===== src/sv/i2cm_pkg.sv =====
`default_nettype none

package i2cm_pkg;

   localparam int unsigned CSR_INDEX_WIDTH = 2;
   localparam int unsigned CSR_DATA_WIDTH  = 16;

   // register indexes on the configuration port
   localparam logic [CSR_INDEX_WIDTH-1:0] REG_DEVICE_ADDRESS = 2'd0;
   localparam logic [CSR_INDEX_WIDTH-1:0] REG_HALF_PERIOD    = 2'd1;
   localparam logic [CSR_INDEX_WIDTH-1:0] REG_ACK_POLL_LIMIT = 2'd2;

   localparam logic [6:0]  DEVICE_ADDRESS_RESET = 7'd88;
   localparam logic [15:0] HALF_PERIOD_RESET    = 16'd20;
   localparam logic [7:0]  ACK_POLL_LIMIT_RESET = 8'd250;

   // request commands
   localparam logic [1:0] CMD_TICK  = 2'd0;
   localparam logic [1:0] CMD_WRITE = 2'd1;
   localparam logic [1:0] CMD_READ  = 2'd2;

   localparam logic [3:0] BITS_PER_BYTE  = 4'd8;
   localparam logic [2:0] READ_BYTES     = 3'd5;
   localparam logic [2:0] LAST_READ_BYTE = 3'd4;
   localparam logic [2:0] CRC_BYTE       = 3'd2;

   typedef enum logic [4:0] {
      PH_IDLE      = 5'd0,
      PH_START_A   = 5'd1,
      PH_START_B   = 5'd2,
      PH_TX_LOW    = 5'd3,
      PH_TX_HIGH   = 5'd4,
      PH_ACK_LOW   = 5'd5,
      PH_ACK_HIGH  = 5'd6,
      PH_RX_LOW    = 5'd7,
      PH_RX_HIGH   = 5'd8,
      PH_MACK_LOW  = 5'd9,
      PH_MACK_HIGH = 5'd10,
      PH_STOP_A    = 5'd11,
      PH_STOP_B    = 5'd12,
      PH_STOP_C    = 5'd13
   } phase_type;

   typedef struct packed {
      logic [6:0]  device_address;
      logic [15:0] half_period_ticks;
      logic [7:0]  ack_poll_limit;
   } cfg_type;

   typedef struct packed {
      logic [1:0] cmd;
      logic [7:0] command_high;
      logic [7:0] command_low;
      logic       sda_sample;
   } req_item_type;

   typedef struct packed {
      logic        scl_level;
      logic        sda_level;
      logic        sda_enable;
      logic        busy_res;
      logic        done_res;
      logic        ack_error;
      logic [31:0] read_value;
   } rsp_item_type;

endpackage

`default_nettype wire


===== src/sv/i2cm_req_if.sv =====
`default_nettype none

interface i2cm_req_if;
   logic       valid;
   logic       ready;
   logic [1:0] cmd;
   logic [7:0] command_high;
   logic [7:0] command_low;
   logic       sda_sample;

   modport source (output valid, cmd, command_high, command_low, sda_sample, input ready);
   modport sink   (input valid, cmd, command_high, command_low, sda_sample, output ready);
endinterface

`default_nettype wire


===== src/sv/i2cm_rsp_if.sv =====
`default_nettype none

interface i2cm_rsp_if;
   logic        valid;
   logic        ready;
   logic        scl_level;
   logic        sda_level;
   logic        sda_enable;
   logic        busy_res;
   logic        done_res;
   logic        ack_error;
   logic [31:0] read_value;

   modport source (output valid, scl_level, sda_level, sda_enable, busy_res, done_res,
                   ack_error, read_value, input ready);
   modport sink   (input valid, scl_level, sda_level, sda_enable, busy_res, done_res,
                   ack_error, read_value, output ready);
endinterface

`default_nettype wire


===== src/sv/i2cm_csr_if.sv =====
`default_nettype none

interface i2cm_csr_if import i2cm_pkg::*; ();
   logic                       valid;
   logic                       ready;
   logic [CSR_INDEX_WIDTH-1:0] index;
   logic [CSR_DATA_WIDTH-1:0]  data;

   modport source (output valid, index, data, input ready);
   modport sink   (input valid, index, data, output ready);
endinterface

`default_nettype wire


===== src/sv/i2cm_cfg_regs.sv =====
`default_nettype none

module i2cm_cfg_regs import i2cm_pkg::*; (
   input  logic       clock,
   input  logic       reset,
   i2cm_csr_if.sink   csr,
   output cfg_type    cfg
);

   cfg_type cfg_ff;
   cfg_type cfg_in;

   assign csr.ready = 1'b1;
   assign cfg       = cfg_ff;

   always_comb begin
      cfg_in = cfg_ff;
      if (csr.valid) begin
         unique case (csr.index)
            REG_DEVICE_ADDRESS: cfg_in.device_address    = csr.data[6:0];
            REG_HALF_PERIOD:    cfg_in.half_period_ticks = csr.data[15:0];
            REG_ACK_POLL_LIMIT: cfg_in.ack_poll_limit    = csr.data[7:0];
            default: ;  // drop writes outside the register list
         endcase
      end
   end

   always_ff @(posedge clock) begin
      if (reset) begin
         cfg_ff.device_address    <= DEVICE_ADDRESS_RESET;
         cfg_ff.half_period_ticks <= HALF_PERIOD_RESET;
         cfg_ff.ack_poll_limit    <= ACK_POLL_LIMIT_RESET;
      end else begin
         cfg_ff <= cfg_in;
      end
   end

endmodule

`default_nettype wire


===== src/sv/i2cm_engine.sv =====
`default_nettype none

module i2cm_engine import i2cm_pkg::*; (
   input  logic         clock,
   input  logic         reset,
   input  logic         step,
   input  req_item_type item,
   input  cfg_type      cfg,
   output rsp_item_type result
);

   phase_type   phase_ff, phase_in;
   logic [3:0]  bit_count_ff, bit_count_in;
   logic [2:0]  byte_count_ff, byte_count_in;
   logic [7:0]  shift_byte_ff, shift_byte_in;
   logic [15:0] delay_count_ff, delay_count_in;
   logic [7:0]  ack_poll_ff, ack_poll_in;
   logic [31:0] value_ff, value_in;
   logic [15:0] pending_ff, pending_in;
   logic        error_ff, error_in;
   logic        read_mode_ff, read_mode_in;

   logic [15:0] half_ticks;
   logic [15:0] delay_inc;
   logic        timed_done;
   logic [15:0] timed_delay;
   logic [15:0] ack_delay;
   logic [3:0]  bit_inc;
   logic [2:0]  byte_inc;
   logic [8:0]  poll_inc;
   logic [7:0]  rx_shift;
   logic        start_cmd;
   logic        done_pulse;
   logic        scl, sda, sda_en;

   assign half_ticks  = (cfg.half_period_ticks == 16'd0) ? 16'd1 : cfg.half_period_ticks;
   assign delay_inc   = delay_count_ff + 16'd1;
   assign timed_done  = (delay_inc >= half_ticks);
   assign timed_delay = timed_done ? 16'd0 : delay_inc;
   // the ACK phase counts up to the half period and then holds there while polling
   assign ack_delay   = (delay_count_ff < half_ticks) ? delay_inc : delay_count_ff;
   assign bit_inc     = bit_count_ff + 4'd1;
   assign byte_inc    = byte_count_ff + 3'd1;
   assign poll_inc    = {1'b0, ack_poll_ff} + 9'd1;
   // sample the read bit on the first tick of SCL high
   assign rx_shift    = (delay_count_ff == 16'd0) ? {shift_byte_ff[6:0], item.sda_sample}
                                                  : shift_byte_ff;
   assign start_cmd   = (item.cmd == CMD_WRITE) || (item.cmd == CMD_READ);

   // line levels for the phase this tick is spent in
   always_comb begin
      scl    = 1'b1;
      sda    = 1'b1;
      sda_en = 1'b0;
      unique case (phase_ff)
         PH_START_A:   sda_en = 1'b1;
         PH_START_B:   begin sda = 1'b0; sda_en = 1'b1; end
         PH_TX_LOW:    begin scl = 1'b0; sda = shift_byte_ff[7]; sda_en = 1'b1; end
         PH_TX_HIGH:   begin sda = shift_byte_ff[7]; sda_en = 1'b1; end
         PH_ACK_LOW:   scl = 1'b0;
         PH_RX_LOW:    scl = 1'b0;
         PH_MACK_LOW:  begin
            scl    = 1'b0;
            sda    = (byte_count_ff == LAST_READ_BYTE);
            sda_en = 1'b1;
         end
         PH_MACK_HIGH: begin sda = (byte_count_ff == LAST_READ_BYTE); sda_en = 1'b1; end
         PH_STOP_A:    begin scl = 1'b0; sda = 1'b0; sda_en = 1'b1; end
         PH_STOP_B:    begin sda = 1'b0; sda_en = 1'b1; end
         PH_STOP_C:    sda_en = 1'b1;
         default: ;    // idle, ACK high and read high release SDA with SCL high
      endcase
   end

   always_comb begin
      phase_in       = phase_ff;
      bit_count_in   = bit_count_ff;
      byte_count_in  = byte_count_ff;
      shift_byte_in  = shift_byte_ff;
      delay_count_in = delay_count_ff;
      ack_poll_in    = ack_poll_ff;
      value_in       = value_ff;
      pending_in     = pending_ff;
      error_in       = error_ff;
      read_mode_in   = read_mode_ff;
      done_pulse     = 1'b0;

      unique case (phase_ff)
         PH_START_A: begin
            delay_count_in = timed_delay;
            if (timed_done) phase_in = PH_START_B;
         end
         PH_START_B: begin
            delay_count_in = timed_delay;
            if (timed_done) begin
               bit_count_in = 4'd0;
               phase_in     = PH_TX_LOW;
            end
         end
         PH_TX_LOW: begin
            delay_count_in = timed_delay;
            if (timed_done) phase_in = PH_TX_HIGH;
         end
         PH_TX_HIGH: begin
            delay_count_in = timed_delay;
            if (timed_done) begin
               shift_byte_in = {shift_byte_ff[6:0], 1'b0};
               bit_count_in  = bit_inc;
               if (bit_inc >= BITS_PER_BYTE) begin
                  ack_poll_in = 8'd0;
                  phase_in    = PH_ACK_LOW;
               end else begin
                  phase_in = PH_TX_LOW;
               end
            end
         end
         PH_ACK_LOW: begin
            delay_count_in = timed_delay;
            if (timed_done) phase_in = PH_ACK_HIGH;
         end
         PH_ACK_HIGH: begin
            delay_count_in = ack_delay;
            if (ack_delay >= half_ticks) begin
               if (!item.sda_sample) begin
                  byte_count_in  = byte_inc;
                  bit_count_in   = 4'd0;
                  delay_count_in = 16'd0;
                  if (read_mode_ff) begin
                     byte_count_in = 3'd0;
                     shift_byte_in = 8'd0;
                     phase_in      = PH_RX_LOW;
                  end else if (byte_inc == 3'd1) begin
                     shift_byte_in = pending_ff[15:8];
                     phase_in      = PH_TX_LOW;
                  end else if (byte_inc == 3'd2) begin
                     shift_byte_in = pending_ff[7:0];
                     phase_in      = PH_TX_LOW;
                  end else begin
                     phase_in = PH_STOP_A;
                  end
               end else if (poll_inc > {1'b0, cfg.ack_poll_limit}) begin
                  // give up on the target: flag it and release the bus
                  error_in       = 1'b1;
                  delay_count_in = 16'd0;
                  phase_in       = PH_STOP_A;
               end else begin
                  ack_poll_in = poll_inc[7:0];
               end
            end
         end
         PH_RX_LOW: begin
            delay_count_in = timed_delay;
            if (timed_done) phase_in = PH_RX_HIGH;
         end
         PH_RX_HIGH: begin
            shift_byte_in  = rx_shift;
            delay_count_in = timed_delay;
            if (timed_done) begin
               bit_count_in = bit_inc;
               if (bit_inc >= BITS_PER_BYTE) begin
                  // skip the CRC byte
                  if (byte_count_ff != CRC_BYTE) value_in = {value_ff[23:0], rx_shift};
                  phase_in = PH_MACK_LOW;
               end else begin
                  phase_in = PH_RX_LOW;
               end
            end
         end
         PH_MACK_LOW: begin
            delay_count_in = timed_delay;
            if (timed_done) phase_in = PH_MACK_HIGH;
         end
         PH_MACK_HIGH: begin
            delay_count_in = timed_delay;
            if (timed_done) begin
               byte_count_in = byte_inc;
               bit_count_in  = 4'd0;
               shift_byte_in = 8'd0;
               phase_in      = (byte_inc >= READ_BYTES) ? PH_STOP_A : PH_RX_LOW;
            end
         end
         PH_STOP_A: begin
            delay_count_in = timed_delay;
            if (timed_done) phase_in = PH_STOP_B;
         end
         PH_STOP_B: begin
            delay_count_in = timed_delay;
            if (timed_done) phase_in = PH_STOP_C;
         end
         PH_STOP_C: begin
            delay_count_in = timed_delay;
            if (timed_done) begin
               done_pulse = 1'b1;
               phase_in   = PH_IDLE;
            end
         end
         default: begin
            // idle: start a transaction on a write or read command
            phase_in = PH_IDLE;
            if (start_cmd) begin
               read_mode_in   = (item.cmd == CMD_READ);
               pending_in     = {item.command_high, item.command_low};
               error_in       = 1'b0;
               byte_count_in  = 3'd0;
               bit_count_in   = 4'd0;
               shift_byte_in  = {cfg.device_address, (item.cmd == CMD_READ)};
               delay_count_in = 16'd0;
               phase_in       = PH_START_A;
            end
         end
      endcase
   end

   always_comb begin
      result.scl_level  = scl;
      result.sda_level  = sda;
      result.sda_enable = sda_en;
      result.busy_res   = (phase_ff != PH_IDLE);
      result.done_res   = done_pulse;
      result.ack_error  = error_in;
      result.read_value = value_in;
   end

   always_ff @(posedge clock) begin
      if (reset) begin
         phase_ff       <= PH_IDLE;
         bit_count_ff   <= 4'd0;
         byte_count_ff  <= 3'd0;
         shift_byte_ff  <= 8'd0;
         delay_count_ff <= 16'd0;
         ack_poll_ff    <= 8'd0;
         value_ff       <= 32'd0;
         pending_ff     <= 16'd0;
         error_ff       <= 1'b0;
         read_mode_ff   <= 1'b0;
      end else if (step) begin
         phase_ff       <= phase_in;
         bit_count_ff   <= bit_count_in;
         byte_count_ff  <= byte_count_in;
         shift_byte_ff  <= shift_byte_in;
         delay_count_ff <= delay_count_in;
         ack_poll_ff    <= ack_poll_in;
         value_ff       <= value_in;
         pending_ff     <= pending_in;
         error_ff       <= error_in;
         read_mode_ff   <= read_mode_in;
      end
   end

endmodule

`default_nettype wire


===== src/sv/i2c_sensor_transaction_master.sv =====
// I2C master for a two-wire sensor, advanced by one request per bus tick. Each request carries
// a command (tick, write, read), the two command bytes of a write and the sampled SDA level;
// each yields exactly one response with the SCL/SDA drive for that tick, busy, a done pulse,
// the missing-ACK flag and the 32-bit value of the last read. A request is taken every cycle
// while responses are not stalled. It lands in an input register; once the response register
// is free, the bus sequencer updates its state once for it and the response register loads.
// A stalled response holds both registers and, while the input register is full, drops the
// request ready until it is taken. Write the configuration registers (device address, half
// period in ticks, ACK poll limit) only while the bus is idle and no response is outstanding.
`default_nettype none

module i2c_sensor_transaction_master import i2cm_pkg::*; (
   input  logic       clock,
   input  logic       reset,
   i2cm_req_if.sink   req_chan,
   i2cm_rsp_if.source rsp_chan,
   i2cm_csr_if.sink   csr_chan
);

   cfg_type      cfg;
   req_item_type req_item_ff, req_item_in;
   logic         req_valid_ff, req_valid_in;
   rsp_item_type rsp_item_ff, rsp_item_in;
   logic         rsp_valid_ff, rsp_valid_in;
   rsp_item_type step_result;
   logic         rsp_open;
   logic         step;
   logic         req_take;

   i2cm_cfg_regs u_cfg_regs (
      .clock (clock),
      .reset (reset),
      .csr   (csr_chan),
      .cfg   (cfg)
   );

   i2cm_engine u_engine (
      .clock  (clock),
      .reset  (reset),
      .step   (step),
      .item   (req_item_ff),
      .cfg    (cfg),
      .result (step_result)
   );

   assign rsp_open       = !rsp_valid_ff || rsp_chan.ready;
   assign step           = req_valid_ff && rsp_open;
   assign req_chan.ready = !req_valid_ff || rsp_open;
   assign req_take       = req_chan.valid && req_chan.ready;

   always_comb begin
      req_valid_in = req_take || (req_valid_ff && !step);
      req_item_in  = req_item_ff;
      if (req_take) begin
         req_item_in.cmd          = req_chan.cmd;
         req_item_in.command_high = req_chan.command_high;
         req_item_in.command_low  = req_chan.command_low;
         req_item_in.sda_sample   = req_chan.sda_sample;
      end
      // hold the response until taken
      rsp_valid_in = step || (rsp_valid_ff && !rsp_chan.ready);
      rsp_item_in  = step ? step_result : rsp_item_ff;
   end

   always_ff @(posedge clock) begin
      if (reset) begin
         req_valid_ff <= 1'b0;
         rsp_valid_ff <= 1'b0;
      end else begin
         req_valid_ff <= req_valid_in;
         rsp_valid_ff <= rsp_valid_in;
      end
   end

   always_ff @(posedge clock) begin
      req_item_ff <= req_item_in;
      rsp_item_ff <= rsp_item_in;
   end

   assign rsp_chan.valid      = rsp_valid_ff;
   assign rsp_chan.scl_level  = rsp_item_ff.scl_level;
   assign rsp_chan.sda_level  = rsp_item_ff.sda_level;
   assign rsp_chan.sda_enable = rsp_item_ff.sda_enable;
   assign rsp_chan.busy_res   = rsp_item_ff.busy_res;
   assign rsp_chan.done_res   = rsp_item_ff.done_res;
   assign rsp_chan.ack_error  = rsp_item_ff.ack_error;
   assign rsp_chan.read_value = rsp_item_ff.read_value;

endmodule

`default_nettype wire


===== src/flat_wrapper.sv =====
// flat-port wrapper written by rule: the top's interface ports become plain ports
module i2c_sensor_transaction_master_flat import i2cm_pkg::*;
  (clock, reset, req_chan_valid, req_chan_cmd, req_chan_command_high, req_chan_command_low, req_chan_sda_sample, req_chan_ready, rsp_chan_valid, rsp_chan_scl_level, rsp_chan_sda_level, rsp_chan_sda_enable, rsp_chan_busy_res, rsp_chan_done_res, rsp_chan_ack_error, rsp_chan_read_value, rsp_chan_ready, csr_chan_valid, csr_chan_index, csr_chan_data, csr_chan_ready);
  i2cm_req_if req_chan_i ();
  i2cm_rsp_if rsp_chan_i ();
  i2cm_csr_if csr_chan_i ();
  input  logic clock;
  input  logic reset;
  input wire logic [$bits(req_chan_i.valid)-1:0] req_chan_valid;
  input wire logic [$bits(req_chan_i.cmd)-1:0] req_chan_cmd;
  input wire logic [$bits(req_chan_i.command_high)-1:0] req_chan_command_high;
  input wire logic [$bits(req_chan_i.command_low)-1:0] req_chan_command_low;
  input wire logic [$bits(req_chan_i.sda_sample)-1:0] req_chan_sda_sample;
  output wire logic [$bits(req_chan_i.ready)-1:0] req_chan_ready;
  output wire logic [$bits(rsp_chan_i.valid)-1:0] rsp_chan_valid;
  output wire logic [$bits(rsp_chan_i.scl_level)-1:0] rsp_chan_scl_level;
  output wire logic [$bits(rsp_chan_i.sda_level)-1:0] rsp_chan_sda_level;
  output wire logic [$bits(rsp_chan_i.sda_enable)-1:0] rsp_chan_sda_enable;
  output wire logic [$bits(rsp_chan_i.busy_res)-1:0] rsp_chan_busy_res;
  output wire logic [$bits(rsp_chan_i.done_res)-1:0] rsp_chan_done_res;
  output wire logic [$bits(rsp_chan_i.ack_error)-1:0] rsp_chan_ack_error;
  output wire logic [$bits(rsp_chan_i.read_value)-1:0] rsp_chan_read_value;
  input wire logic [$bits(rsp_chan_i.ready)-1:0] rsp_chan_ready;
  input wire logic [$bits(csr_chan_i.valid)-1:0] csr_chan_valid;
  input wire logic [$bits(csr_chan_i.index)-1:0] csr_chan_index;
  input wire logic [$bits(csr_chan_i.data)-1:0] csr_chan_data;
  output wire logic [$bits(csr_chan_i.ready)-1:0] csr_chan_ready;
  assign req_chan_i.valid = req_chan_valid;
  assign req_chan_i.cmd = req_chan_cmd;
  assign req_chan_i.command_high = req_chan_command_high;
  assign req_chan_i.command_low = req_chan_command_low;
  assign req_chan_i.sda_sample = req_chan_sda_sample;
  assign req_chan_ready = req_chan_i.ready;
  assign rsp_chan_valid = rsp_chan_i.valid;
  assign rsp_chan_scl_level = rsp_chan_i.scl_level;
  assign rsp_chan_sda_level = rsp_chan_i.sda_level;
  assign rsp_chan_sda_enable = rsp_chan_i.sda_enable;
  assign rsp_chan_busy_res = rsp_chan_i.busy_res;
  assign rsp_chan_done_res = rsp_chan_i.done_res;
  assign rsp_chan_ack_error = rsp_chan_i.ack_error;
  assign rsp_chan_read_value = rsp_chan_i.read_value;
  assign rsp_chan_i.ready = rsp_chan_ready;
  assign csr_chan_i.valid = csr_chan_valid;
  assign csr_chan_i.index = csr_chan_index;
  assign csr_chan_i.data = csr_chan_data;
  assign csr_chan_ready = csr_chan_i.ready;
  i2c_sensor_transaction_master u_core (.clock(clock), .reset(reset), .req_chan(req_chan_i), .rsp_chan(rsp_chan_i), .csr_chan(csr_chan_i));
endmodule

===== config.mk =====
export PLATFORM = sky130hd
export DESIGN_NAME = i2c_sensor_transaction_master_flat
export DESIGN_NICKNAME = d
export VERILOG_FILES = /design/src/sv/i2cm_pkg.sv /design/src/sv/i2cm_req_if.sv /design/src/sv/i2cm_rsp_if.sv /design/src/sv/i2cm_csr_if.sv /design/src/sv/i2cm_cfg_regs.sv /design/src/sv/i2cm_engine.sv /design/src/sv/i2c_sensor_transaction_master.sv /design/src/flat_wrapper.sv
export SDC_FILE = /design/constraint.sdc
export NUM_CORES = 1
export LEC_CHECK = 0
export ABC_CLOCK_PERIOD_IN_PS = 12200
export BUFFER_PORTS_ARGS = -buffer_cell sky130_fd_sc_hd__buf_2
export CAP_MARGIN = 0
export CORE_ASPECT_RATIO = 0.9
export CORE_MARGIN = 2
export CORE_UTILIZATION = 45
export CTS_CLUSTER_DIAMETER = 150
export DETAILED_ROUTE_END_ITERATION = 16
export PLACE_DENSITY = 0.62
export SLEW_MARGIN = 20
export SYNTH_ARGS = -nofsm -noshare
export SYNTH_HDL_FRONTEND = slang
export SYNTH_SLANG_ARGS = --single-unit

===== constraint.sdc =====
create_clock -name clock -period 12.2 [get_ports clock]
set_clock_uncertainty 0.1 [all_clocks]
set_input_delay 3.05 -clock clock [delete_from_list [all_inputs] [get_ports clock]]
set_output_delay 3.05 -clock clock [all_outputs]
set_load 0.01 [all_outputs]

Word-level counts from Yosys, hierarchy flattened --
Cells that the tools add are included.
Storage, ports and cells: flip-flop bits (word level) 184, input bits 42, output and inout bits 41, logic and storage cells 198
Operators by class: $add $sub $neg 4, $lt $le $gt $ge 6, equal/unequal tests 42, mux-type cells 72, bitwise gates (word level) 4, reductions and logical operators 44
Operators with widths (count):
- two-way mux 32 bit | 4
- two-way mux 16 bit | 7
- two-way mux 8 bit | 14
- two-way mux 5 bit | 15
- one-hot mux 5 bit (13 select lines) | 1
- two-way mux 4 bit | 10
- one-hot mux 8 bit (5 select lines) | 1
- greater-or-equal comparator 16 bit | 2
- logical NOT 16 bit | 2
- != test 2 bit (second input constant) | 16
- one-hot mux 16 bit (2 select lines) | 1
- == test 5 x 4 -> 1 bit (second input constant) | 6
- == test 5 x 3 -> 1 bit (second input constant) | 4
- two-way mux 3 bit | 6
- OR reduction 9 bit | 2
- adder 16 x 1 -> 16 bit (second input constant) | 1
- < comparator 16 bit | 1
- one-hot mux 4 bit (4 select lines) | 1
- one-hot mux 8 bit (2 select lines) | 1
- AND reduction 15 bit | 1
- AND reduction 7 bit | 2
- OR reduction 13 bit | 1
- OR reduction 12 bit | 1
- OR reduction 11 bit | 1
- 38 further kinds | 71

Depth between registers and ports, before layout --
Gate-level depths: netlist of the first run.
depth in word-level cells 8, depth in mapped cells 20, gate-level depth less buffers 18

Modules after synthesis --
Synthesis of the first run repeated with hierarchy kept, for this count alone.
Unflattened totals: cell total of the unflattened synthesis 1132, area total of the unflattened synthesis 10246.1 sq um
Modules (own cells, without submodules):
- i2cm_engine | times used 1, cells each 935, area an instance 7110.6 sq um, sequential area each 1861.8 sq um
- i2c_sensor_transaction_master | times used 1, cells each 67, area an instance 1815.5 sq um, sequential area each 1751.7 sq um
- i2cm_cfg_regs | times used 1, cells each 130, area an instance 1320.0 sq um, sequential area each 620.6 sq um

Least setup slack after synthesis of the first run --
Ideal clock, no wire load.
path kind input to output, from in rsp_chan_ready, to out req_chan_ready, arrival time 3347 ps, path slack 5703 ps, cell stages on the path 2, cell sequence nor2b_1 > nand2_1
On the way: word-level cells in the longest chain between the ends 2
Ends and longest elaborated chain:
- start: declaration | RTL line flat_wrapper.sv:23 | input wire logic [$bits(rsp_chan_i.ready)-1:0] rsp_chan_ready;
- logical OR 1 bit | RTL line i2c_sensor_transaction_master.sv:46 | assign rsp_open = !rsp_valid_ff || rsp_chan.ready;
- logical OR 1 bit | RTL line i2c_sensor_transaction_master.sv:48 | assign req_chan.ready = !req_valid_ff || rsp_open;
- end: declaration | RTL line flat_wrapper.sv:14 | output wire logic [$bits(req_chan_i.ready)-1:0] req_chan_ready;
No other way between the ends.

Final worst setup path of the first run --
Ends and elaborated chain as after synthesis.

==> flow_metrics.py, run 1 <==
metrics = {
    "status": {
        "status": "finished, final reports clean",
    },
    "global_routing": {
        "overflow": 0,
        "grt_pass1_vias": 7485,
        "grt_max_degree": 85,
        "grt_pass1_wl_microns": 39500,
        "antenna_found_initial": 0,
        "grt_usage": 0.207,
    },
    "drt": {
        "wire_per_inst_microns": 16.5,
        "vias": 8099,
        "wl_microns": 24000,
        "drt_iter0_markers": 773,
        "firstDrtPassIters": 5,
        "ant_nets": 0,
        "vias_per_cell": 5.58,
        "drc": 0,
    },
    "yosys": {
        "synth_edf_count": 57,
        "ys_ff_latch": 183,
        "synth_top_area_frac": 0.252,
        "ys.flop_type": "dfxtp_1",
        "syn_inst": 1109,
        "synth.yosys.seq_area_share": 0.422,
        "synth_area_leaders": "dfxtp_1 (25%), edfxtp_1 (17%), ha_1 (8.1%)",
        "synth_cell_types": 83,
        "yosysTopAreaCell": "dfxtp_1",
        "avgSynthCellArea_sq_um": 9.04,
        "async_reset_ff_frac": 0,
        "syn_area_sq_um": 10000,
        "syn_nets": 1216,
        "ys_warn_count": 0,
    },
    "setup_path": {
        "path_delay_family": "simple AND/OR/NAND/NOR gates",
        "arrival_ps": 3580,
        "worstPathRequired_ps": 9050,
        "crit_buf_inv": 2,
        "r2r_start": "u_core.u_engine.delay_count_ff[7]",
        "path_max_fanout": 4,
        "cpMostUsedCell": "buf_2",
        "cp_cell_sequence": "buf_2 -> nor2b_1 -> nand2_1 -> buf_2",
        "end_kind": "primary output",
        "path_class": "in -> out",
        "crit_start": "rsp_chan_ready",
        "startpoint_type": "input port",
        "cp_slowest_cell": "nor2b_1",
        "cpPeakStageDelay_ps": 200,
    },
    "floorplan": {
        "die_y_microns": 146,
        "die_area_sq_um": 23500,
        "fp-row-count": 51,
        "core_sq_um": 21800,
        "start_util": 0.461,
        "die_x_microns": 161,
        "pin_count": 83,
    },
    "clock_tree": {
        "ctsHoldBuffers": 0,
        "worst_skew_pair.late_latency_ps": 430,
        "cts-buffers-inserted": 17,
        "cts_root_buffer": "clkbuf_16",
        "post_cts_buffers": 0,
        "clkTransAtPathRegs_ps": 70,
        "clockBufferDepth": 2,
        "cts_resized": 0,
        "clock-sinks": 183,
        "cts_tree": "built",
        "cts-htree-levels": 4,
    },
    "layout": {
        "antenna_cells": 0,
        "drive_above_1_share": 0.154,
        "layout_commonest_cell": "nand2_1",
        "nFillCells": 2071,
        "layout_common_cells": "nand2_1 (171), dfxtp_1 (126), a21oi_1 (122), buf_2 (80)",
        "final_nets": 1255,
        "syn2layout_area_growth_pct": 11.2,
    },
    "power_and_ir_drop": {
        "irDropWorstVdd_uv": 79.9,
        "seqPwrFrac": 0.466,
        "p_clk_frac": 0.380,
        "leakage_nw": 4.25,
        "p_int_mw": 1.00,
        "powerDensity_nw_per_um2": 129,
        "switching_share": 0.303,
        "pwr-share-comb": 0.153,
        "power.switching_mw": 0.435,
    },
    "timing": {
        "finalCriticalPeriod_ps": 6730,
        "setup_tns_ps": 0,
        "rsz0062_at_grt": "no",
        "hold_viol_final": 0,
        "max_freq_mhz": 149,
        "slew_viol_final": 0,
        "period_share": 0.552,
        "tightest_slew_ps": 1070,
        "slew_headroom": 0.285,
        "finalSetupViolCount": 0,
        "setup_ws_ps": 5470,
    },
    "hold_path": {
        "hold_start": "u_core.u_engine.value_ff[30]",
        "hp-class": "reg -> reg",
    },
    "place": {
        "io_buffers": 81,
        "gp_congestion": 0.905,
        "pre_cts_slack_ps": 5470,
        "hpwl_microns": 16900,
    },
    "job": {
        "maxCapViolations": 0,
    },
}
[per-stage QoR]
step	util	hold WS [ps]	area, sq um	total power [mW]	cells
floorplan	-	333	10000	0.837	1109
global placement	0.485	339	10600	0.898	1420
detailed placement	0.485	344	10600	0.901	1420
CTS	0.512	354	11100	1.45	1452
global route	0.512	378	11100	1.50	1452
finish	0.512	354	11100	1.44	1452
[metal layers]
| layer | global-route usage | part of all wire |
|---|---|---|
| met1 | 0.308 | 0.50 |
| met2 | 0.303 | 0.43 |
| met3 | 0.0342 | 0.043 |
| met4 | 0.0714 | 0.022 |
| met5 | 0 | 0 |
[final cells by class]
cell class / instances / area (sq um) / share of cell area
Clock inverter: 14 / 154 / 0.0138
Tap cell: 291 / 364 / 0.0327
Timing Repair Buffer: 92 / 490 / 0.0440
Multi-Input combinational cell: 800 / 5270 / 0.473
Sequential cell: 183 / 4230 / 0.380
Inverter: 54 / 203 / 0.0182
Clock buffer: 18 / 429 / 0.0385
[state kept, by name (all words and copies together) (netlist names)]
signal / count
u_core.u_engine.byte_count_ff: 3
u_core.u_engine.value_ff: 32
u_core.req_item_ff: 19
u_core.rsp_chan.sda_level: 1
u_core.u_engine.error_ff: 1
u_core.rsp_chan.scl_level: 1
u_core.u_cfg_regs.cfg: 31
u_core.u_engine.bit_count_ff: 4
u_core.rsp_chan.read_value: 32
u_core.rsp_chan.sda_enable: 1
u_core.u_engine.delay_count_ff: 16
u_core.u_engine.phase_ff: 4
u_core.u_engine.ack_poll_ff: 8
u_core.rsp_chan.done_res: 1
u_core.req_valid_ff: 1
u_core.u_engine.read_mode_ff: 1
u_core.rsp_chan.valid: 1
u_core.rsp_chan.busy_res: 1
u_core.u_engine.pending_ff: 16
u_core.rsp_chan.ack_error: 1
u_core.u_engine.shift_byte_ff: 8
[path summary, 6_finish.rpt]
kind / cells after the start / slack, ps / endpoint
setup reg to reg: 16 / 6970 / u_core.u_engine.delay_count_ff[15]
hold / removal: 2 / 350 / u_core.u_engine.value_ff[30]
setup / recovery: 4 / 5470 / req_chan_ready
hold reg to reg: 2 / 350 / u_core.u_engine.value_ff[30]
[worst min-delay path, stage by stage (launching register included)]
cell     delay (ps)
dfxtp_1         310
nand2_1          50
a21oi_1          50
[kinds of logic after synthesis]
group                      Yosys count  synth area share
xor gates and xnor gates            36            0.0315
buffers and inverters              126            0.0519
other                                1          0.000374
muxes                               51            0.0545
DFF                                183             0.422
and+or+nand+nor                    365             0.172
adders and majority gates           65            0.0811
AOI/OAI and AO/OA                  282             0.186
[power groups by stage]
stage | combinational, mW | sequential, mW | clock, mW
2_1_floorplan | 0.161 | 0.676 | 0
3_3_place_gp | 0.215 | 0.683 | 0
3_5_place_dp | 0.218 | 0.683 | 0
4_1_cts | 0.219 | 0.669 | 0.561
5_1_grt | 0.243 | 0.673 | 0.583
6_report | 0.220 | 0.670 | 0.546
[synth_stat cells (15+ instances only)]
| cell type | instances |
|---|---|
| inv_1 | 53 |
| nor2_1 | 65 |
| clkbuf_1 | 41 |
| mux2_2 | 25 |
| xnor2_1 | 19 |
| mux2i_1 | 25 |
| nand3_1 | 24 |
| nand4_1 | 16 |
| xor2_1 | 17 |
| a211oi_1 | 23 |
| ha_1 | 65 |
| buf_2 | 22 |
| edfxtp_1 | 57 |
| dfxtp_1 | 126 |
| a21oi_1 | 122 |
| o21ai_0 | 50 |
| nor3_1 | 15 |
| nand2_1 | 171 |
Power figures use the tool's default switching activity.
==> inputs of run 2 (changes only) <==
--- a/config.mk
+++ b/config.mk
@@ -5,7 +5,7 @@
 export SDC_FILE = /design/constraint.sdc
 export NUM_CORES = 1
 export LEC_CHECK = 0
-export ABC_CLOCK_PERIOD_IN_PS = 12200
+export ABC_CLOCK_PERIOD_IN_PS = 6700
 export BUFFER_PORTS_ARGS = -buffer_cell sky130_fd_sc_hd__buf_2
 export CAP_MARGIN = 0
 export CORE_ASPECT_RATIO = 0.9
==> constraint.sdc (replaced) <==
create_clock -name clock -period 6.7 [get_ports clock]
set_clock_uncertainty 0.1 [all_clocks]
set_input_delay 1.675 -clock clock [delete_from_list [all_inputs] [get_ports clock]]
set_output_delay 1.675 -clock clock [all_outputs]
set_load 0.01 [all_outputs]
==> flow_metrics.py, run 2 (same netlist as run 1, synthesis figures left out) <==
metrics = {
    "clock_tree": {
        "clkTransAtPathRegs_ps": 70,
        "clock-sinks": 183,
        "cts_tree": "built",
        "ctsHoldBuffers": 0,
        "cts_resized": 0,
        "post_cts_buffers": 0,
        "cts-buffers-inserted": 17,
        "cts_root_buffer": "clkbuf_16",
        "worst_skew_pair.late_latency_ps": 440,
        "clockBufferDepth": 2,
        "cts-htree-levels": 4,
    },
    "setup_path": {
        "crit_buf_inv": 1,
        "path_max_fanout": 17,
        "path_delay_family": "compound AO/OA/AOI/OAI gates",
        "cp_cell_sequence": "nor4_1 -> a41o_1 -> ha_1 -> nand2b_1 -> a21oi_1 -> o41ai_2 -> and2_1 -> nand2_1 -> xor2_1 -> inv_1 -> ha_1 -> a211oi_1 -> nor2_1 -> a211oi_1 -> o2111ai_4 -> o21ai_2 -> o22ai_1 -> a2111oi_2",
        "cpPeakStageDelay_ps": 690,
        "arrival_ps": 5370,
        "end_kind": "flip-flop",
        "cp_slowest_cell": "o41ai_2",
        "path_class": "reg -> reg",
        "worstPathRequired_ps": 6930,
        "startpoint_type": "flip-flop",
    },
    "floorplan": {
        "die_y_microns": 146,
        "fp-row-count": 51,
        "core_sq_um": 21800,
        "pin_count": 83,
        "die_x_microns": 161,
        "start_util": 0.461,
        "die_area_sq_um": 23500,
    },
    "timing": {
        "tightest_slew_ps": 1050,
        "setup_tns_ps": 0,
        "rsz0062_at_grt": "no",
        "hold_viol_final": 0,
        "whs_ps": 354,
        "slew_viol_final": 0,
        "finalCriticalPeriod_ps": 5140,
        "finalSetupViolCount": 0,
        "slew_headroom": 0.301,
        "period_share": 0.766,
        "max_freq_mhz": 195,
    },
    "power_and_ir_drop": {
        "irDropWorstVdd_uv": 157,
        "pwr-share-comb": 0.152,
        "p_int_mw": 1.86,
        "switching_share": 0.300,
        "seqPwrFrac": 0.458,
        "power.switching_mw": 0.797,
        "leakage_nw": 4.26,
        "powerDensity_nw_per_um2": 238,
        "p_clk_frac": 0.389,
        "total_power_mw": 2.66,
    },
    "job": {
        "maxCapViolations": 0,
    },
    "drt": {
        "vias": 8048,
        "drc": 0,
        "wl_microns": 24400,
        "drt_iter0_markers": 644,
        "wire_per_inst_microns": 16.8,
        "firstDrtPassIters": 5,
        "vias_per_cell": 5.54,
        "ant_nets": 0,
    },
    "global_routing": {
        "overflow": 0,
        "grt_pass1_wl_microns": 39600,
        "grt_max_degree": 88,
        "antenna_found_initial": 0,
        "grt_pass1_vias": 7375,
        "grt_usage": 0.210,
    },
    "status": {
        "status": "finished, final reports clean",
    },
    "layout": {
        "layout_common_cells": "nand2_1 (171), dfxtp_1 (126), a21oi_1 (122), buf_2 (80)",
        "final_util": 0.513,
        "final_nets": 1255,
        "syn2layout_area_growth_pct": 11.4,
        "nFillCells": 2049,
        "antenna_cells": 0,
        "layout_commonest_cell": "nand2_1",
        "drive_above_1_share": 0.155,
    },
    "place": {
        "gp_congestion": 0.896,
        "io_buffers": 81,
        "hpwl_microns": 17100,
    },
    "hold_path": {
        "hp-class": "reg -> reg",
    },
}
==> run 2: final cells by class <==
cell class	instances	area (sq um)	share of cell area
multi-input cells	800	5270	0.472
clock buffers	17	425	0.0381
clock inverters	15	180	0.0161
inverters	54	203	0.0182
well taps	291	364	0.0326
repair buffers	92	490	0.0439
flip-flops and latches	183	4230	0.379
==> run 2: through the flow <==
| step | instances | setup slack [ps] | cell area [sq um] |
|---|---|---|---|
| after floorplan | 1109 | 2070 | 10000 |
| after global placement | 1420 | 1760 | 10600 |
| after detailed placement | 1420 | 1640 | 10600 |
| after CTS | 1452 | 1640 | 11200 |
| after global routing | 1452 | 1120 | 11200 |
| final | 1452 | 1560 | 11200 |
==> run 2: tightest hold or removal path, cell delays in order (launching register included) <==
cell and delay (ps):
dfxtp_1 310, nand2_1 50, a21oi_1 50
==> run 2: power by group through the flow <==
stage	clock, mW	sequential, mW	combinational, mW
CTS	1.05	1.22	0.399
detailed placement	0	1.24	0.396
finish	1.03	1.22	0.404
global route	1.10	1.22	0.447
floorplan	0	1.23	0.293
global placement	0	1.24	0.393
==> run 2: routing by layer <==
| layer | GRT usage | routed length, microns | vias up |
|---|---|---|---|
| met3 | 0.0333 | 1100 | 25 |
| li1 | - | - | 4067 |
| met5 | 0 | 0 | - |
| met1 | 0.310 | 12100 | 3739 |
| met2 | 0.312 | 10800 | 217 |
| met4 | 0.0674 | 440 | 0 |
==> run 2: worst paths after layout <==
| check | startpoint | endpoint | slack, ps | depth (start not counted) |
|---|---|---|---|---|
| min reg2reg | u_core.u_engine.pending_ff[0] | u_core.u_engine.pending_ff[0] | 350 | 2 |
| max reg2reg | u_core.u_cfg_regs.cfg[16] | u_core.u_engine.delay_count_ff[15] | 1560 | 18 |
| min | u_core.u_engine.pending_ff[0] | u_core.u_engine.pending_ff[0] | 350 | 2 |
| max | u_core.u_cfg_regs.cfg[16] | u_core.u_engine.delay_count_ff[15] | 1560 | 18 |
==> inputs of run 3 (changes only) <==
--- a/config.mk
+++ b/config.mk
@@ -5,7 +5,8 @@
 export SDC_FILE = /design/constraint.sdc
 export NUM_CORES = 1
 export LEC_CHECK = 0
-export ABC_CLOCK_PERIOD_IN_PS = 6700
+export ABC_AREA = 1
+export ABC_CLOCK_PERIOD_IN_PS = 4100
 export BUFFER_PORTS_ARGS = -buffer_cell sky130_fd_sc_hd__buf_2
 export CAP_MARGIN = 0
 export CORE_ASPECT_RATIO = 0.9
@@ -13,7 +14,7 @@
 export CORE_UTILIZATION = 45
 export CTS_CLUSTER_DIAMETER = 150
 export DETAILED_ROUTE_END_ITERATION = 16
-export PLACE_DENSITY = 0.62
+export PLACE_DENSITY = 0.64
 export SLEW_MARGIN = 20
 export SYNTH_ARGS = -nofsm -noshare
 export SYNTH_HDL_FRONTEND = slang
==> constraint.sdc (replaced) <==
create_clock -name clock -period 4.1 [get_ports clock]
set_clock_uncertainty 0.1 [all_clocks]
set_input_delay 1.025 -clock clock [delete_from_list [all_inputs] [get_ports clock]]
set_output_delay 1.025 -clock clock [all_outputs]
set_load 0.01 [all_outputs]
==> flow_metrics.py, run 3 <==
metrics = {
    "status": {
        "status": "finished, final reports clean",
    },
    "setup_path": {
        "arrival_ps": 4110,
        "end_kind": "flip-flop",
        "path_max_fanout": 8,
        "worstPathRequired_ps": 4320,
        "path_class": "reg -> reg",
        "startpoint_type": "flip-flop",
        "reg2reg_setup_slack_ps": 210,
        "r2r.worst_path.cells": 26,
    },
    "global_routing": {
        "grt_usage": 0.218,
        "grt_pass1_wl_microns": 41400,
        "overflow": 0,
        "grt_pass1_vias": 8231,
        "grt_max_degree": 53,
        "antenna_found_initial": 0,
    },
    "clock_tree": {
        "cts-htree-levels": 4,
        "cts_root_buffer": "clkbuf_16",
        "cts_tree": "built",
        "worst_skew_pair.late_latency_ps": 440,
        "clkTransAtPathRegs_ps": 80,
        "clockBufferDepth": 2,
        "cts-buffers-inserted": 17,
        "ctsHoldBuffers": 0,
        "clock-sinks": 183,
    },
    "layout": {
        "syn2layout_area_growth_pct": 17.1,
        "seqCellArea_sq_um": 4240,
        "drive_above_1_share": 0.159,
        "layout_common_cells": "nand2_1 (288), inv_1 (182), nor2_1 (134), a21oi_1 (133), dfxtp_1 (125)",
        "final_nets": 1580,
        "antenna_cells": 0,
        "layout_commonest_cell": "nand2_1",
        "multi_input_area_sq_um": 5090,
        "nFillCells": 2122,
        "final_util": 0.533,
    },
    "power_and_ir_drop": {
        "switching_share": 0.334,
        "seqPwrFrac": 0.405,
        "leakage_nw": 5.57,
        "p_int_mw": 3.45,
        "irDropWorstVdd_uv": 274,
        "p_clk_frac": 0.327,
        "power.switching_mw": 1.73,
        "powerDensity_nw_per_um2": 435,
        "pwr-share-comb": 0.269,
    },
    "floorplan": {
        "die_x_microns": 162,
        "pin_count": 83,
        "fp-row-count": 52,
        "core_sq_um": 22300,
        "start_util": 0.456,
        "die_y_microns": 147,
        "die_area_sq_um": 23800,
    },
    "yosys": {
        "syn_area_sq_um": 10200,
        "syn_nets": 1477,
        "yosysTopAreaCell": "dfxtp_1",
        "ys_warn_count": 0,
        "avgSynthCellArea_sq_um": 7.42,
        "ys.flop_type": "dfxtp_1",
        "synth_top_area_frac": 0.248,
        "ys_ff_latch": 183,
        "synth_area_leaders": "dfxtp_1 (25%), edfxtp_1 (17%), nand2_1 (11%)",
        "synth_cell_types": 47,
        "synth_edf_count": 57,
        "synth_commonest_cells": "nand2_1 (296), inv_1 (184), a21oi_1 (137)",
        "syn_inst": 1370,
        "yosysMostFrequentCell": "nand2_1",
        "synth.yosys.seq_area_share": 0.416,
        "async_reset_ff_frac": 0,
    },
    "timing": {
        "whs_ps": 357,
        "rsz0062_at_grt": "yes",
        "finalSetupViolCount": 0,
        "setup_ws_ps": 210,
        "slew_viol_final": 0,
        "tightest_slew_ps": 652,
        "finalCriticalPeriod_ps": 3890,
        "hold_viol_final": 0,
        "slew_headroom": 0.565,
        "max_freq_mhz": 257,
        "period_share": 0.949,
    },
    "drt": {
        "wire_per_inst_microns": 14.3,
        "ant_nets": 0,
        "drt_iter0_markers": 827,
        "wl_microns": 25500,
        "drc": 0,
        "vias_per_cell": 5.05,
        "vias": 9007,
        "firstDrtPassIters": 5,
    },
    "hold_path": {
        "whs_path_depth": 2,
        "hp-class": "reg -> reg",
    },
    "place": {
        "io_buffers": 81,
        "gp_congestion": 0.912,
        "pre_cts_slack_ps": -56.4,
        "hpwl_microns": 18600,
    },
    "job": {
        "maxCapViolations": 0,
    },
}
==> run 3: worst max-delay path, cell delays in order, from the launching register on <==
cell and delay [ps]:
dfxtp_2 330, nor4_2 260, nand3_1 150, o41ai_4 330, ha_2 230, inv_1 40, a21oi_2 100, o21ai_1 70
a21o_1 190, nand2_2 70, nand2_2 70, buf_6 150, nand2_1 70, o21ai_2 70, ha_1 310, nand2_1 60
inv_2 60, nand3_2 70, nor3_4 240, nand2_2 110, nand4_4 200, nand2_4 80, nor2_4 150, buf_12 140
nand2_1 40, nand2_1 50, nor2_1 50
==> run 3: area by class of cell <==
cell class	count	area share
well taps	297	0.0312
repair buffers	133	0.0716
clock buffers	18	0.0360
clock inverters	13	0.0142
inverters	202	0.0640
multi-input cells	936	0.427
flip-flops and latches	183	0.356
==> run 3: logic make-up (layout without fill, tap and decap cells) <==
family | Yosys count | after routing | share of synthesized area
simple gates | 558 | 558 | 0.234
buf+inv | 251 | 366 | 0.101
fa+ha+maj | 65 | 65 | 0.0800
other cells | 1 | 1 | 0.000369
compound gates | 296 | 296 | 0.154
flops | 183 | 183 | 0.416
xor+xnor | 16 | 16 | 0.0138
==> run 3: worst paths after layout <==
kind | endpoint | startpoint
worst max-delay path | u_core.u_engine.shift_byte_ff[3] | u_core.u_cfg_regs.cfg[23]
worst min-delay path | u_core.u_engine.pending_ff[5] | u_core.u_engine.pending_ff[5]
worst max register to register | u_core.u_engine.shift_byte_ff[3] | u_core.u_cfg_regs.cfg[23]
worst min register to register | u_core.u_engine.pending_ff[5] | u_core.u_engine.pending_ff[5]
==> run 3: power groups by stage <==
stage          Clock, mW  Sequential (mW)  Combinational (mW)
2_1_floorplan          0             2.12               0.894
6_report            1.69             2.10                1.39
5_1_grt             1.79             2.11                1.56
4_1_cts             1.73             2.09                1.26
3_5_place_dp           0             2.13                1.25
3_3_place_gp           0             2.13                1.24
==> run 3: what timing repair did <==
| item | 4_1_cts | 5_1_grt |
|---|---|---|
| pin swaps | 0 | 15 |
| cloned | 0 | 2 |
| setup endpoints to repair | 13 | 80 |
| buffers inserted | 0 | 4 |
| gates resized for setup | 1 | 41 |
==> run 3: through the flow <==
step	cell area (sq um)	total power [mW]	setup TNS [ps]	instances
2_1_floorplan	10200	3.01	0	1370
3_3_place_gp	11100	3.37	0	1745
3_5_place_dp	11100	3.38	-380	1745
4_1_cts	11700	5.08	0	1776
5_1_grt	11900	5.46	-382	1782
6_report	11900	5.18	0	1782
==> run 3: metal layers <==
| metal | up-vias | routed length (microns) | GRT usage | share of wire |
|---|---|---|---|---|
| met4 | 0 | 388 | 0.0588 | 0.015 |
| met1 | 4038 | 12400 | 0.316 | 0.49 |
| met3 | 32 | 1510 | 0.0457 | 0.059 |
| li1 | 4675 | - | - | - |
| met5 | - | 0 | 0 | 0 |
| met2 | 262 | 11200 | 0.328 | 0.44 |
